`config.mk`:
```
export PLATFORM = sky130hd
export DESIGN_NAME = qsm3_cell
export DESIGN_NICKNAME = d
export VERILOG_FILES = /design/src/hdl/qsm3_pkg.sv /design/src/hdl/qsm3_cell.sv
export SDC_FILE = /design/constraint.sdc
export NUM_CORES = 1
export LEC_CHECK = 0
export BUFFER_PORTS_ARGS = -buffer_cell sky130_fd_sc_hd__buf_2
export CAP_MARGIN = 20
export CORE_ASPECT_RATIO = 1.2
export CORE_MARGIN = 2
export CORE_UTILIZATION = 41
export DETAILED_ROUTE_END_ITERATION = 6
export GPL_TIMING_DRIVEN = 0
export HOLD_SLACK_MARGIN = 0.03
export PLACE_DENSITY = 0.83
export SYNTH_ARGS = -nofsm -noshare
export SYNTH_HDL_FRONTEND = slang
export SYNTH_SLANG_ARGS = --single-unit
```
`constraint.sdc`:
```
create_clock -name i_clk -period 4.2 [get_ports i_clk]
set_input_delay 0.21 -clock i_clk [delete_from_list [all_inputs] [get_ports i_clk]]
set_output_delay 0.21 -clock i_clk [all_outputs]
set_load 0.02 [all_outputs]
```
`src/hdl/qsm3_pkg.sv`:
```
`timescale 1ns / 1ps
package qsm3_pkg;

    localparam int DATA_W       = 32;
    localparam int CAPACITY_DEF = 64;

    typedef enum logic [1:0] {
        S_LOAD = 2'b01,
        S_EMIT = 2'b10
    } t_state;

    typedef struct packed {
        logic insert;
        logic shift;
    } t_cell_ctl;

    typedef struct packed {
        logic [DATA_W-1:0] val;
        logic              occ;
        logic              gt;
    } t_cell_link;

endpackage

```
`src/hdl/qsm3_cell.sv`:
```
`timescale 1ns / 1ps
module qsm3_cell
    import qsm3_pkg::*;
(
    input  logic              i_clk,
    input  logic              i_rst_n,
    input  t_cell_ctl         i_ctl,
    input  logic [DATA_W-1:0] i_key,
    input  t_cell_link        i_left,
    input  t_cell_link        i_right,
    output t_cell_link        o_link
);

    logic [DATA_W-1:0] r_val;
    logic [DATA_W-1:0] n_val;
    logic              r_occ;
    logic              n_occ;
    logic              w_gt;

    // empty cells act as plus infinity
    assign w_gt = !r_occ || ($signed(r_val) > $signed(i_key));

    always_comb begin
        n_val = r_val;
        n_occ = r_occ;
        if (i_ctl.shift) begin
            n_val = i_right.val;
            n_occ = i_right.occ;
        end else if (i_ctl.insert && w_gt) begin
            n_val = i_left.gt ? i_left.val : i_key;
            n_occ = r_occ | i_left.occ;
        end
    end

    always_ff @(posedge i_clk) begin
        r_val <= n_val;
        if (!i_rst_n) begin
            r_occ <= 1'b0;
        end else begin
            r_occ <= n_occ;
        end
    end

    assign o_link.val = r_val;
    assign o_link.occ = r_occ;
    assign o_link.gt  = w_gt;

endmodule

```
==> flow_metrics.py <==
metrics = {
    "layout": {
        "area_delta_synth_final_pct": 36.0,
        "final_cells": 490,
        "drive_above_1_share": 0.363,
        "final_area_um2": 3380,
        "layout.nets": 543,
        "antenna_cells": 0,
    },
    "sta": {
        "worst_slew_pin_slew_ns": 0.775,
        "max_freq_mhz": 327,
        "period_needed_ns": 3.06,
        "fin_ws_ns": 1.14,
        "drv_slew": 0,
        "timing.final.crit_share": 0.728,
        "tns_ns": 0,
        "setup_viol": 0,
        "hold_violations": 0,
        "fin_skew_ns": 0.00548,
        "maxSlewHeadroom": 0.482,
        "rsz0062_at_grt": "false",
    },
    "critical_path": {
        "crit_path_max_fanout": 19,
        "path_cells": "ha_1 > nand4_1 > nor4_1 > a211o_1 > a211oi_2 > o311ai_4 > buf_8",
        "crit_path_top_delay_cell": "o311ai_4",
        "cp_top_family": "compound AO/OA/AOI/OAI gates",
        "start_kind": "register",
        "critPathBufInv": 1,
        "slowest_delay_ns": 0.73,
        "end_kind": "register",
        "arrival_ns": 3.03,
        "setup.worst_path.class": "reg -> reg",
        "cp.required_ns": 4.18,
    },
    "global_route": {
        "grt_pass1_vias": 2373,
        "grt_max_degree": 20,
        "track_usage": 0.201,
        "grt-ovfl-total": 0,
        "antenna_found_initial": 0,
        "grt_pass1_wl_mm": 10.1,
    },
    "route": {
        "vias": 2436,
        "wl_mm": 6.62,
        "wl_met3_um": 363,
        "drt-initial-drc-count": 73,
        "wl_per_cell_um": 13.5,
        "drc": 0,
        "drt_pass1_iterations": 4,
        "wl_met2_mm": 3.59,
        "drt-met1-wl_mm": 2.55,
        "top_layer": "met4",
        "drtAntennaViolNets": 0,
        "vias_per_cell": 4.97,
    },
    "logic_synthesis": {
        "synth_area_per_cell_um2": 9.39,
        "ys_types": 26,
        "syn-num-nets": 401,
        "postSynthCellCount": 265,
        "ys_ff_latch": 33,
        "yosys_warnings": 0,
        "synth_area_um2": 2490,
        "ys_seq_area_frac": 0.394,
    },
    "placed_design": {
        "place_hpwl_mm": 5.59,
        "io_buffer_count": 134,
        "gp_congestion": 0.813,
        "place_inst": 482,
        "postPlaceCellArea_um2": 3290,
        "place_ws_ns": 1.15,
    },
    "power_and_ir_drop": {
        "ir_worst_vdd_v": 0.000148,
        "power_density_nw_per_um2": 297,
        "leakage_nw": 1.80,
        "power_w": 0.00101,
    },
    "floorplanning": {
        "die_area_um2": 6710,
        "die_y_um": 89.3,
        "die_w_um": 75.1,
        "core-area_um2": 5930,
        "num_io_pins": 138,
        "initial_utilization": 0.419,
        "rows": 31,
    },
    "clock_network": {
        "hold_buffers": 0,
        "cts-resized-gates": 0,
        "clkTransAtPathRegs_ns": 0.07,
        "cts_sinks": 33,
        "cts_buffers": 5,
        "cts_tree": "done",
        "clock_latency_ns": 0.28,
        "root_buffer": "clkbuf_8",
        "cts_buffer_depth": 2,
        "h-tree-depth": 2,
        "cts_setup_buffers": 0,
    },
    "min_path": {
        "hp-class": "in -> reg",
    },
    "flow_run": {
        "drv_cap": 0,
    },
    "outcome": {
        "status": "finished clean",
    },
}
-- cell usage after synthesis --
library cell  instances  area (µm²)
a221o_1               1        10.0
mux2i_1              32         320
nand3_1               3        15.0
edfxtp_1             32         961
and4_1                1        8.76
nand2b_1              1        6.26
a221oi_1              1        8.76
nand3b_1              1        7.51
nand4_1               6        37.5
o311ai_1              1        8.76
inv_1                35         131
clkbuf_1              8        30.0
nor3_1                1        5.00
a211oi_1              1        7.51
buf_2                 3        15.0
nand2_1              40         150
a21o_1                2        15.0
nor2_1                3        11.3
ha_1                 32         400
o21ai_0              40         200
buf_4                 2        15.0
nor4_1                2        12.5
a211o_1               1        8.76
a211oi_2              1        12.5
dfxtp_1               1        20.0
a21oi_1              14        70.1
-- cells in the final DEF, fill, tap and decap left out --
| cell | count |
|---|---|
| buf_2 | 137 |
| nand2_1 | 40 |
| o21ai_0 | 40 |
| inv_1 | 35 |
| mux2i_1 | 32 |
| ha_1 | 32 |
| edfxtp_1 | 32 |
| a21oi_1 | 14 |
| clkbuf_1 | 10 |
| nand4_1 | 6 |
| clkbuf_8 | 6 |
| nand3_1 | 3 |
| nor2_1 | 3 |
| nor4_1 | 2 |
| a21o_1 | 2 |
| buf_4 | 2 |
| a221o_1 | 1 |
| a211o_1 | 1 |
| a211oi_1 | 1 |
| nor3_1 | 1 |
| a221oi_1 | 1 |
| nand3b_1 | 1 |
| a211oi_2 | 1 |
| and4_1 | 1 |
| nand2b_1 | 1 |
| o311ai_4 | 1 |
| buf_8 | 1 |
| dfxtp_1 | 1 |
-- registers in the layout, indices dropped and copies added, names as in the netlist --
register,cells
r_val,32
r_occ,1
-- power by group --
part | leakage [nW] | switching, W | internal [W] | total, W
sequential | 0.343 | 0.0000203 | 0.000411 | 0.000432
clock | 0.0455 | 0.000108 | 0.000134 | 0.000242
combinational | 1.41 | 0.000194 | 0.000139 | 0.000333
total | 1.80 | 0.000322 | 0.000684 | 0.00101
-- layout make-up --
type | count | area [µm²]
fillers | 556 | 2550
multi-input cells | 184 | 1330
flip-flops and latches | 33 | 981
repair buffers | 135 | 686
inverters | 35 | 131
well taps | 82 | 103
clock buffers | 8 | 90.1
plain buffers | 13 | 60.1
-- final timing paths --
kind / endpoint / from / slack [ns] / cells past startpoint
max: r_val[20] / r_val[14] / 1.14 / 7
min: r_occ / i_rst_n / 0.17 / 3
max reg2reg: r_val[20] / r_val[14] / 1.14 / 7
min reg2reg: r_occ / r_occ / 0.58 / 2
-- layer usage --
metal / track usage / vias up
met5: 0 / -
li1: - / 1229
met4: 0.0731 / 0
met2: 0.376 / 86
met3: 0.0451 / 11
met1: 0.217 / 1110
-- kinds of logic after synthesis --
| family | synth area share |
|---|---|
| AOI/OAI and AO/OA | 0.137 |
| adders and majority gates | 0.161 |
| buffers and inverters | 0.0769 |
| DFF | 0.394 |
| muxes | 0.129 |
| and+or+nand+nor | 0.102 |
-- worst min-delay path, delay by kind of cell --
kind / cells / cell delay [ns]
AO/OA/AOI/OAI: 2 / 0.10
buffers and inverters: 1 / 0.09
-- through the flow --
stage / util / hold WS (ns)
after floorplan: - / 0.348
after global routing: 0.570 / 0.175
after CTS: 0.570 / 0.162
after detailed placement: 0.555 / 0.465
after global placement: 0.551 / 0.459
final: 0.570 / 0.175
Power figures use the tool's default switching activity.
